## src/hdl/alsd_pkg.sv

```systemverilog
// ----------------------------------------------------------------------------
// alsd_pkg
// Shared types and codes for the attribute list stream decoder.
// ----------------------------------------------------------------------------
`default_nettype none

package alsd_pkg;

    localparam logic [7:0] DEFAULT_NAME_SEP  = 8'h3D;
    localparam logic [7:0] DEFAULT_VALUE_SEP = 8'h3B;

    // configuration register indexes
    localparam logic CFG_NAME_SEP  = 1'b0;
    localparam logic CFG_VALUE_SEP = 1'b1;

    // content kinds
    localparam logic [1:0] KIND_NONE  = 2'd0;
    localparam logic [1:0] KIND_NAME  = 2'd1;
    localparam logic [1:0] KIND_VALUE = 2'd2;

    // error codes
    localparam logic [1:0] ERR_NONE          = 2'd0;
    localparam logic [1:0] ERR_NO_NAME_TERM  = 2'd1;
    localparam logic [1:0] ERR_MISSING_VALUE = 2'd2;
    localparam logic [1:0] ERR_UNTERMINATED  = 2'd3;

    typedef struct packed {
        logic [7:0] in_byte;
        logic       in_last;
    } in_item_t;

    typedef struct packed {
        logic [7:0] out_byte;
        logic [1:0] out_kind;
        logic       closed_before;
        logic       closed_here;
        logic [1:0] error_code;
        logic       out_last;
    } out_item_t;

    typedef struct packed {
        logic [7:0] name_sep;
        logic [7:0] value_sep;
    } alsd_cfg_t;

endpackage

`default_nettype wire

```

## src/hdl/alsd_cfg.sv

```systemverilog
// ----------------------------------------------------------------------------
// alsd_cfg
// Separator registers, written through the configuration channel.
// ----------------------------------------------------------------------------
`default_nettype none

module alsd_cfg
    import alsd_pkg::*;
(
    input  wire logic       clk,
    input  wire logic       rst_n,
    input  wire logic       cfg_valid,
    output logic            cfg_ready,
    input  wire logic       cfg_index,
    input  wire logic [7:0] cfg_data,
    output alsd_cfg_t       cfg
);

    logic [7:0] name_sep_reg;
    logic [7:0] value_sep_reg;

    assign cfg_ready = 1'b1;

    always_ff @(posedge clk or negedge rst_n)
    begin
        if (!rst_n)
        begin
            name_sep_reg  <= DEFAULT_NAME_SEP;
            value_sep_reg <= DEFAULT_VALUE_SEP;
        end
        else if (cfg_valid && cfg_ready)
        begin
            unique case (cfg_index)
                CFG_NAME_SEP:  name_sep_reg  <= cfg_data;
                CFG_VALUE_SEP: value_sep_reg <= cfg_data;
                default:       name_sep_reg  <= name_sep_reg;
            endcase
        end
    end

    assign cfg = '{name_sep: name_sep_reg, value_sep: value_sep_reg};

endmodule

`default_nettype wire

```

## src/hdl/alsd_step.sv

```systemverilog
// ----------------------------------------------------------------------------
// alsd_step
// Parse phase register, byte classification and result register.
// ----------------------------------------------------------------------------
`default_nettype none

module alsd_step
    import alsd_pkg::*;
(
    input  wire logic      clk,
    input  wire logic      rst_n,
    input  wire logic      advance,
    input  wire in_item_t  in_item,
    input  wire alsd_cfg_t cfg,
    output out_item_t      result
);

    typedef enum logic [1:0] {
        PH_NAME_FIRST,
        PH_NAME_REST,
        PH_VALUE,
        PH_SEP_PENDING
    } phase_t;

    phase_t    phase_reg;
    phase_t    phase_next;
    out_item_t result_reg;
    out_item_t result_next;
    logic      is_name_sep;
    logic      is_value_sep;

    assign is_name_sep  = (in_item.in_byte == cfg.name_sep);
    assign is_value_sep = (in_item.in_byte == cfg.value_sep);

    always_comb
    begin
        result_next.out_byte      = 8'd0;
        result_next.out_kind      = KIND_NONE;
        result_next.closed_before = 1'b0;
        result_next.closed_here   = 1'b0;
        result_next.error_code    = ERR_NONE;
        result_next.out_last      = in_item.in_last;
        phase_next                = phase_reg;

        unique case (phase_reg)
            PH_NAME_REST:
            begin
                if (is_name_sep)
                begin
                    if (in_item.in_last)
                        result_next.error_code = ERR_MISSING_VALUE;
                    phase_next = PH_VALUE;
                end
                else
                begin
                    result_next.out_kind = KIND_NAME;
                    result_next.out_byte = in_item.in_byte;
                    if (in_item.in_last)
                        result_next.error_code = ERR_NO_NAME_TERM;
                end
            end
            PH_VALUE:
            begin
                if (!is_value_sep)
                begin
                    result_next.out_kind = KIND_VALUE;
                    result_next.out_byte = in_item.in_byte;
                    if (in_item.in_last)
                        result_next.error_code = ERR_UNTERMINATED;
                end
                else if (in_item.in_last)
                    result_next.closed_here = 1'b1;
                else
                    phase_next = PH_SEP_PENDING;
            end
            PH_SEP_PENDING:
            begin
                result_next.out_byte = in_item.in_byte;
                if (is_value_sep)
                begin
                    // doubled separator: one literal value byte
                    result_next.out_kind = KIND_VALUE;
                    if (in_item.in_last)
                        result_next.error_code = ERR_UNTERMINATED;
                    phase_next = PH_VALUE;
                end
                else
                begin
                    result_next.closed_before = 1'b1;
                    result_next.out_kind      = KIND_NAME;
                    if (in_item.in_last)
                        result_next.error_code = ERR_NO_NAME_TERM;
                    phase_next = PH_NAME_REST;
                end
            end
            default:
            begin
                // first name byte is taken literally, separators too
                result_next.out_kind = KIND_NAME;
                result_next.out_byte = in_item.in_byte;
                if (in_item.in_last)
                    result_next.error_code = ERR_NO_NAME_TERM;
                phase_next = PH_NAME_REST;
            end
        endcase

        if (in_item.in_last)
            phase_next = PH_NAME_FIRST;
    end

    always_ff @(posedge clk or negedge rst_n)
    begin
        if (!rst_n)
            phase_reg <= PH_NAME_FIRST;
        else if (advance)
            phase_reg <= phase_next;
    end

    always_ff @(posedge clk)
    begin
        if (advance)
            result_reg <= result_next;
    end

    assign result = result_reg;

    a_restart_after_last: assert property (@(posedge clk) disable iff (!rst_n)
        advance && in_item.in_last |=> phase_reg == PH_NAME_FIRST)
        else $error("parser did not return to start after final byte");

    a_error_only_on_last: assert property (@(posedge clk) disable iff (!rst_n)
        advance && result_next.error_code != ERR_NONE |=> result_reg.out_last)
        else $error("error reported on a byte that is not final");

    a_close_before_name: assert property (@(posedge clk) disable iff (!rst_n)
        advance && result_next.closed_before
        |=> result_reg.out_kind == KIND_NAME && $past(phase_reg) == PH_SEP_PENDING)
        else $error("attribute close without a pending separator");

    a_close_here_empty: assert property (@(posedge clk) disable iff (!rst_n)
        advance && result_next.closed_here
        |=> result_reg.out_kind == KIND_NONE && result_reg.out_last
            && result_reg.error_code == ERR_NONE)
        else $error("final separator close carries content or error");

endmodule

`default_nettype wire

```

## src/hdl/attr_list_stream_decoder_top.sv

```systemverilog
// An accepted byte goes through the input register, then the result register.
// Throughput: one byte per cycle unless out_stall; the phase register closes a loop.
// An input register and a result register separate the two channels, so a new
// byte is taken while a finished result still waits downstream.
// Reset clears the valid flags and the parse phase and loads the separators
// with '=' and ';'.
// ----------------------------------------------------------------------------
// attr_list_stream_decoder_top
// Streaming decoder for name=value; attribute buffers, one byte per word.
// ----------------------------------------------------------------------------
`default_nettype none

module attr_list_stream_decoder_top
    import alsd_pkg::*;
(
    input  wire logic       clk,
    input  wire logic       rst_n,
    input  wire logic       in_valid,
    output logic            in_stall,
    input  wire in_item_t   in_data,
    output logic            out_valid,
    input  wire logic       out_stall,
    output out_item_t       out_data,
    input  wire logic       cfg_valid,
    output logic            cfg_ready,
    input  wire logic       cfg_index,
    input  wire logic [7:0] cfg_data
);

    alsd_cfg_t cfg;
    in_item_t  in_data_reg;
    logic      in_valid_reg;
    logic      out_valid_reg;
    logic      advance;
    logic      load;

    alsd_cfg u_cfg (
        .clk       (clk),
        .rst_n     (rst_n),
        .cfg_valid (cfg_valid),
        .cfg_ready (cfg_ready),
        .cfg_index (cfg_index),
        .cfg_data  (cfg_data),
        .cfg       (cfg)
    );

    // move the held byte into the result register when that one is free
    assign advance  = in_valid_reg && (!out_valid_reg || !out_stall);
    assign in_stall = in_valid_reg && !advance;
    assign load     = in_valid && !in_stall;

    always_ff @(posedge clk or negedge rst_n)
    begin
        if (!rst_n)
        begin
            in_valid_reg  <= 1'b0;
            out_valid_reg <= 1'b0;
        end
        else
        begin
            if (load)
                in_valid_reg <= 1'b1;
            else if (advance)
                in_valid_reg <= 1'b0;

            if (advance)
                out_valid_reg <= 1'b1;
            else if (!out_stall)
                out_valid_reg <= 1'b0;
        end
    end

    always_ff @(posedge clk)
    begin
        if (load)
            in_data_reg <= in_data;
    end

    alsd_step u_step (
        .clk     (clk),
        .rst_n   (rst_n),
        .advance (advance),
        .in_item (in_data_reg),
        .cfg     (cfg),
        .result  (out_data)
    );

    assign out_valid = out_valid_reg;

endmodule

`default_nettype wire

```

## config.mk

```make
export PLATFORM = sky130hd
export DESIGN_NAME = attr_list_stream_decoder_top
export DESIGN_NICKNAME = d
export VERILOG_FILES = /design/src/hdl/alsd_pkg.sv /design/src/hdl/alsd_cfg.sv /design/src/hdl/alsd_step.sv /design/src/hdl/attr_list_stream_decoder_top.sv
export SDC_FILE = /design/constraint.sdc
export NUM_CORES = 1
export LEC_CHECK = 0
export BUFFER_PORTS_ARGS = -buffer_cell sky130_fd_sc_hd__buf_4
export CORE_MARGIN = 4
export CORE_UTILIZATION = 48
export DETAILED_ROUTE_END_ITERATION = 10
export PLACE_DENSITY = 0.75
export SLEW_MARGIN = 10
export SYNTH_ARGS = -nofsm -noshare
export SYNTH_HDL_FRONTEND = slang
export SYNTH_SLANG_ARGS = --single-unit
```

## constraint.sdc

```tcl
create_clock -name clk -period 1.82 [get_ports clk]
set_input_delay 0.091 -clock clk [delete_from_list [all_inputs] [get_ports clk]]
set_output_delay 0.091 -clock clk [all_outputs]
set_load 0.005 [all_outputs]
```

==> qor.yml, run 1 <==
nNetsFinal: 222
synth_commonest_cells: "24 x edfxtp_1, 16 x mux2_2, 13 x xor2_1, 11 x and2_1"
yosys.area_share.simple_pct: 11.5
port-buffer-count: 39
insertedDiodeCount: 0
crit_path_end_kind: "register"
synth_top_flop_cell: "edfxtp_1"
worstSetupStartpointType: "register"
synth_fa_ha_area_share_pct: 0
irDropWorstVdd_v: 0.000651
vias: 1226
synth_cell_type_count: 27
muxShareOfSynthArea_pct: 10.6
grt_usage_pct: 15.5
n_fill_cell: 286
start_util_pct: 50.5
drv_cap: 0
first_pass_iters: 4
cp_cell_sequence: "xor2_2 > nand2b_4 > or4b_4 > o22a_4 > and2_1"
power_density_nw_per_um2: 872
fmax_mhz: 509
antenna_found_initial: 0
hp-class: "input pin to register"
io_pins: 41
setup_tns_ps: -1290
synth_xor_area_share_pct: 7.88
coreArea_um2: 3740
routed.top_layer: "met4"
syn_nets: 157
clk_pin_slew_worst_paths_ps: 80
drv_slew: 0
cts_max_path_buffers: 2
rsz0062_at_grt: "yes"
yosysSeqAreaShare_pct: 65.3
final_core_util_pct: 69.2
setup_violations: 11
status: "finished with violations"
cts_tree: "done"
hold_ws_ps: 36.6
p_total_uw: 2260
path_buf_inv: 0
min_period_over_period_pct: 108
tightest_slew_ps: 554
die_w_um: 70.7
drtIter0Drc: 80
drive_above_1_share_pct: 49.0
grt_pass1_wl_um: 6030
fin_ws_ps: -144
critPathMaxFanout: 5
failed_checks: "negative setup slack"
syn_area_um2: 1890
max-slew-margin-rel_pct: 63.0
dp_hpwl_um: 2630
grt_overflow: 0
met2_length_um: 1930
grt_pass1_vias: 1288
cp.arrival_ps: 2010
via_per_inst: 4.94
clock_skew_ps: 5.88
hold_viol: 0
syn_inst: 134
yosys_warnings: 0
yosysTopAreaCell: "edfxtp_1"
dieArea_um2: 5000
yosys.area.top_type_share_pct: 38.1
antenna_left: 0
cp_slowest_cell: "or4b_4"
dieHeight_um: 70.7
synth_area_leaders: "edfxtp_1 38%, dfstp_2 14%, dfrtp_1 13%, mux2_2 9.5%, xor2_1 6.0%"
area_growth_pct: 37.2
drt-met1-wl_um: 1450
root_buffer: "clkbuf_8"
synth_edf_count: 24
routedWlPerCell_um: 14.7
cts_num_sinks: 44
async_flop_share_pct: 45.5
synth_top_family_by_area: "simple AND/OR/NAND/NOR gates"
gp_congestion: 0.835
post-route-drc-count: 0
path_delay_family: "simple AND/OR/NAND/NOR gates"
cts_max_level: 2
critPathRequiredTime_ps: 1870
crit_type: "register to register"
insertion_delay_ps: 290
rows: 22
largest_register_ffs: 15
grt_max_degree: 21
syn_avg_cell_area_um2: 14.1
routed_wl_um: 3650
numCtsBuffers: 5
met3_length_um: 256
synth_compound_area_share_pct: 2.58
ys_seq_elements: 44
slowest_delay_ps: 540
min_period_ps: 1960
post-synth-top-count-cell: "edfxtp_1"
p_leak_uw: 0.00107
## where the power goes
| part | switching [uW] | total [uW] | internal [uW] | leakage, uW |
|---|---|---|---|---|
| clock | 308 | 611 | 303 | 0.0000510 |
| combinational | 161 | 396 | 235 | 0.000572 |
| sequential | 68.2 | 1250 | 1180 | 0.000452 |
## layout by cell type (no fill, tap or decap), types with 2 or more instances in the layout
cell type,instances
buf_4,48
edfxtp_1,24
mux2_2,16
xor2_1,12
dlygate4sd3_1,11
dfrtp_1,10
dfstp_2,10
nand2_1,9
and2_1,8
clkbuf_8,6
nor2_1,5
inv_1,4
nand2b_1,3
xnor2_2,3
and2_4,3
nor4_1,2
o22a_4,2
nand3_1,2
mux2i_1,2
nor3_1,2
clkinv_2,2
buf_6,2
## layout make-up
cell class / count / area [um^2] / share of cell area, %
inverters: 4 / 15.0 / 0.579
clock inverters: 2 / 10.0 / 0.386
clock buffers: 6 / 82.6 / 3.19
repair buffers: 61 / 493 / 19.0
well taps: 48 / 60.1 / 2.32
multi-input cells: 83 / 697 / 26.9
flip-flops and latches: 44 / 1230 / 47.6
## stage by stage
| stage | cell area (um^2) | setup slack (ps) | instances |
|---|---|---|---|
| 3_5_place_dp | 2300 | -141 | 226 |
| 6_report | 2590 | -144 | 248 |
| 4_1_cts | 2510 | -137 | 246 |
| 3_3_place_gp | 2300 | -58.8 | 226 |
| 5_1_grt | 2590 | -185 | 248 |
| 2_1_floorplan | 1900 | -14.4 | 134 |
## worst register-to-register path, cell delays in order, from the launching register on
cell and delay (ps):
edfxtp_1 470, xor2_2 190, nand2b_4 140, or4b_4 540, o22a_4 230, and2_1 150
## final timing paths
kind / cells past startpoint / start / slack [ps] / end
max in group asynchronous: 2 / rst_n / 1320 / u_cfg.value_sep_reg[3]
worst max register to register: 5 / in_data_reg[3] / -140 / u_step.result[8]
worst max-delay path: 5 / in_data_reg[3] / -140 / u_step.result[8]
worst min-delay path: 2 / cfg_data[5] / 40 / u_cfg.name_sep_reg[5]
worst min register to register: 1 / in_valid_reg / 500 / out_valid
min in group asynchronous: 2 / rst_n / 220 / u_cfg.name_sep_reg[7]
## metal layers
layer / up-vias / track usage (%)
met5: - / 0
met4: 0 / 4.59
met3: 2 / 5.26
met2: 46 / 26.9
met1: 582 / 18.2
li1: 596 / -
## logic make-up after synthesis
family / Yosys count
buf+inv: 8
flops: 44
compound gates: 5
other cells: 1
simple gates: 41
xor+xnor: 17
mux: 18
## repair_timing
item | in CTS | in global routing
setup endpoints to repair | 10 | 14
endpoints found under the hold margin | 30 | 0
hold buffers | 11 | 0
pin swaps | 2 | 5
gates cloned | 1 | 0
resized for setup | 1 | 13
buffers inserted | 0 | 2
No activity file was read; power rests on OpenSTA's default activity.
==> inputs of run 2 (changes only) <==
--- a/config.mk
+++ b/config.mk
@@ -10,6 +10,7 @@
 export CORE_UTILIZATION = 48
 export DETAILED_ROUTE_END_ITERATION = 10
 export PLACE_DENSITY = 0.75
+export SKIP_CTS_REPAIR_TIMING = 1
 export SLEW_MARGIN = 10
 export SYNTH_ARGS = -nofsm -noshare
 export SYNTH_HDL_FRONTEND = slang
==> qor.yml, run 2 (same netlist as run 1, synthesis figures left out) <==
status: "finished with violations"
failed_checks: "negative setup slack"
critPathMaxFanout: 4  # -1
vias: 1238  # +0.98%
post-route-drc-count: 0  # unchanged
drive_above_1_share_pct: 48.3  # -0.74 points
critPathRequiredTime_ps: 1870  # about the same
drv_slew: 0  # unchanged
cts_num_sinks: 44  # unchanged
rows: 22  # unchanged
crit_path_end_kind: "register"
start_util_pct: 50.5  # unchanged
rsz0062_at_grt: "yes"
grt_pass1_vias: 1225  # -4.9%
r2r_slack_ps: -140  # about the same
drv_cap: 0  # unchanged
gp_congestion: 0.835  # unchanged
cts_max_path_buffers: 2  # unchanged
cts_tree: "done"
clock_skew_ps: 4.84  # -1.03 ps
nNetsFinal: 223  # +0.45%
root_buffer: "clkbuf_8"
dieHeight_um: 70.7  # unchanged
dp_hpwl_um: 2630  # unchanged
drtIter0Drc: 72  # -10%
n_fill_cell: 287  # +0.35%
max-slew-margin-rel_pct: 63.2  # +0.20 points
grt_pass1_wl_um: 5700  # -5.5%
clk_pin_slew_worst_paths_ps: 80  # about the same
first_pass_iters: 4  # unchanged
hold_ws_ps: 0.605  # -36.0 ps
antenna_left: 0  # unchanged
insertedDiodeCount: 0  # unchanged
antenna_found_initial: 0  # unchanged
numCtsBuffers: 5  # unchanged
grt_usage_pct: 14.7  # -0.78 points
fin_cells: 249  # +0.40%
irDropWorstVdd_v: 0.000647  # -0.61%
insertion_delay_ps: 290  # about the same
via_per_inst: 4.97  # +0.57%
dieArea_um2: 5000  # unchanged
grt_max_degree: 21  # unchanged
power_density_nw_per_um2: 876  # +0.46%
worstSetupStartpointType: "register"
cp.arrival_ps: 2010  # about the same
fin_ws_ps: -144  # +0.313 ps
die_w_um: 70.7  # unchanged
fmax_mhz: 509  # about the same
cts_max_level: 2  # unchanged
grt_overflow: 0  # unchanged
area_growth_pct: 36.4
crit_type: "register to register"
tightest_slew_ps: 551  # -2.99 ps
mostFrequentLayoutCells: "51 x buf_4, 24 x edfxtp_1, 16 x mux2_2"
dp.cells: 226  # unchanged
largest_register_ffs: 15  # unchanged
p_total_uw: 2260  # -0.12%
routedWlPerCell_um: 14.5  # -1.8%
hold_viol: 0  # unchanged
io_pins: 41  # unchanged
final_common_cell: "buf_4"
min_period_over_period_pct: 108  # about the same
routed_wl_um: 3600  # -1.4%
p_leak_uw: 0.00107  # -0.58%
port-buffer-count: 39  # unchanged
setup_violations: 11  # unchanged
min_period_ps: 1960  # -0.313 ps
coreArea_um2: 3740  # unchanged
hp-class: "input pin to register"
run 2: cell count changes in the layout (fill, tap and decap cells not counted):
cell / delta
and2_4: -2
nor4_2: +1
nor2_1: +1
dlygate4sd3_1: -1
nor4_1: -1
nor2_2: -1
and2_1: +2
o22a_2: +1
xnor2_1: +1
buf_4: +3
buf_6: -1
o22a_4: -1
xnor2_2: -1
run 2: path summary, 6_finish.rpt:
check / from / to / cells past startpoint
worst max-delay path: in_data_reg[3] / u_step.result[7] / 5
worst min-delay path: in_valid / in_valid_reg / 2
worst max register to register: in_data_reg[3] / u_step.result[7] / 5
worst min register to register: in_valid_reg / out_valid / 1
max in group asynchronous: rst_n / u_cfg.value_sep_reg[3] / 2
min in group asynchronous: rst_n / u_cfg.name_sep_reg[7] / 2
run 2: power by group:
group,internal (uW),switching (uW)
combinational,233,162
sequential,1180,64.7
clock,303,310
total,1720,537
run 2: metrics by stage:
stage	setup TNS, ps	setup slack (ps)	utilization (%)	area (um^2)
6_report	-1270	-144	68.8	2580
3_3_place_gp	-520	-58.8	61.3	2300
4_1_cts	-1230	-150	63.8	2390
2_1_floorplan	-130	-14.4	-	1900
5_1_grt	-2030	-184	68.8	2580
3_5_place_dp	-1130	-141	61.3	2300
run 2: final cells by class:
class / instances / area (um^2) / area share (%)
clock buffer: 6 / 82.6 / 3.21
inverter: 4 / 15.0 / 0.583
clock inverter: 2 / 10.0 / 0.389
timing repair buffer: 62 / 494 / 19.2
multi-input combinational: 83 / 681 / 26.4
tap: 48 / 60.1 / 2.33
sequential: 44 / 1230 / 47.9
run 2: critical path: stages (launching register included):
cell and delay [ps]:
edfxtp_1 470, xor2_2 190, nand2b_4 140, or4b_4 540, o22a_2 240, and2_1 140
run 2: per-layer routing:
metal  vias up  routed length, um  GRT usage [%]
met2        48               1900           24.9
met3         2                237           5.40
li1        594                  -              -
met1       594               1450           17.5
met4         0                 13           4.38
met5         -                  0              0
==> inputs of run 3 (changes only) <==
==> constraint.sdc (replaced) <==
create_clock -name clk -period 1.82 [get_ports clk]
set_input_delay 0.364 -clock clk [delete_from_list [all_inputs] [get_ports clk]]
set_output_delay 0.364 -clock clk [all_outputs]
set_load 0.005 [all_outputs]
==> qor.yml, run 3 (same netlist as run 1, synthesis figures left out) <==
failed_checks: "negative setup slack"
cts_tree: "done"
min_period_ps: 1980  # +12.2 ps
n_fill_cell: 294  # +2.4%
root_buffer: "clkbuf_8"
dieArea_um2: 5000  # unchanged
fin_ws_ps: -156  # -12.2 ps
drv_cap: 0  # unchanged
insertion_delay_ps: 300  # about the same
fmax_mhz: 506  # -0.62%
gp_congestion: 0.824  # -1.3%
critPathRequiredTime_ps: 1870  # about the same
cts_num_sinks: 44  # unchanged
cp.arrival_ps: 2030  # +20 ps
fin_area_um2: 2490  # -3.3%
hp-class: "input pin to register"
postPlaceCellArea_um2: 2300  # +0.33%
cts_max_path_buffers: 2  # unchanged
clock_skew_ps: 9.31  # +4.47 ps
io_pins: 41  # unchanged
coreArea_um2: 3740  # unchanged
nNetsFinal: 215  # -3.6%
setup_violations: 13  # +2
port-buffer-count: 39  # unchanged
hold_viol: 0  # unchanged
status: "finished with violations"
drtIter0Drc: 77  # +6.9%
crit_type: "register to register"
vias: 1228  # -0.81%
irDropWorstVdd_v: 0.000562  # -13%
via_per_inst: 5.10  # +2.5%
worstSetupStartpointType: "register"
rsz0062_at_grt: "yes"
reg2regPathDepth: 5  # unchanged
grt_pass1_wl_um: 5590  # -1.9%
largest_register_ffs: 15  # unchanged
p_total_uw: 2250  # -0.17%
crit_path_end_kind: "register"
final_common_cell: "buf_4"
power_density_nw_per_um2: 904  # +3.2%
grt_pass1_vias: 1179  # -3.8%
numCtsBuffers: 5  # unchanged
grt_overflow: 0  # unchanged
die_w_um: 70.7  # unchanged
p_leak_uw: 0.00104  # -3.1%
min_period_over_period_pct: 109  # +0.67 points
antenna_found_initial: 0  # unchanged
antenna_left: 0  # unchanged
rows: 22  # unchanged
routed_wl_um: 3710  # +3.1%
clk_pin_slew_worst_paths_ps: 80  # about the same
post-place-ws_ps: -119  # +21.7 ps
post-route-drc-count: 0  # unchanged
insertedDiodeCount: 0  # unchanged
grt_usage_pct: 14.5  # -0.16 points
hold_depth: 1  # -1
start_util_pct: 50.5  # unchanged
area_growth_pct: 31.9
first_pass_iters: 4  # unchanged
drv_slew: 0  # unchanged
mostFrequentLayoutCells: "51 x buf_4, 24 x edfxtp_1, 16 x mux2_2"
critPathMaxFanout: 4  # unchanged
drive_above_1_share_pct: 50.3  # +2.0 points
cts_max_level: 2  # unchanged
grt_max_degree: 21  # unchanged
dieHeight_um: 70.7  # unchanged
routedWlPerCell_um: 15.4  # +6.5%
dp_hpwl_um: 2600  # -1.3%
run 3: metal layers:
| metal | global-route usage [%] | vias up | part of all wire [%] |
|---|---|---|---|
| met3 | 5.11 | 11 | 5.8 |
| met4 | 5.22 | 0 | 2.7 |
| met1 | 17.1 | 598 | 39 |
| met2 | 24.6 | 37 | 52 |
| li1 | - | 582 | - |
| met5 | 0 | - | 0 |
run 3: metrics by stage:
step / cells / hold slack, ps / util [%] / TNS, ps
6_report: 241 / 236 / 66.6 / -1470
5_1_grt: 241 / 224 / 66.6 / -2050
4_1_cts: 235 / -57.9 / 63.9 / -1170
3_5_place_dp: 227 / 261 / 61.5 / -1020
3_3_place_gp: 227 / 254 / 61.5 / -520
2_1_floorplan: 134 / 68.4 / - / -130
run 3: worst max-delay path: stages, from the launching register on:
cell	delay, ps
edfxtp_1	470
xnor2_2	230
nand4_1	100
or4b_4	560
o22a_2	240
and2_1	140
run 3: where the power goes:
| part | internal, uW | switching [uW] | total, uW |
|---|---|---|---|
| Clock | 304 | 312 | 616 |
| Sequential | 1180 | 67.1 | 1250 |
| Combinational | 224 | 162 | 387 |
| Total | 1710 | 541 | 2250 |
run 3: area by class of cell:
cell class / count / area [um^2] / share of cell area (%)
Timing Repair Buffer: 54 / 415 / 16.7
Inverter: 4 / 15.0 / 0.602
Clock buffer: 7 / 86.3 / 3.46
Sequential cell: 44 / 1230 / 49.5
Multi-Input combinational cell: 83 / 678 / 27.2
Tap cell: 48 / 60.1 / 2.41
Clock inverter: 1 / 3.75 / 0.151
run 3: worst paths after layout:
check                                from                     to  slack, ps
setup / recovery           in_data_reg[1]       u_step.result[7]       -160
hold / removal                 in_data[0]         in_data_reg[0]        240
setup reg to reg           in_data_reg[1]       u_step.result[7]       -160
hold reg to reg              in_valid_reg              out_valid        520
max in group asynchronous           rst_n  u_cfg.name_sep_reg[0]       1050
min in group asynchronous           rst_n              out_valid        480
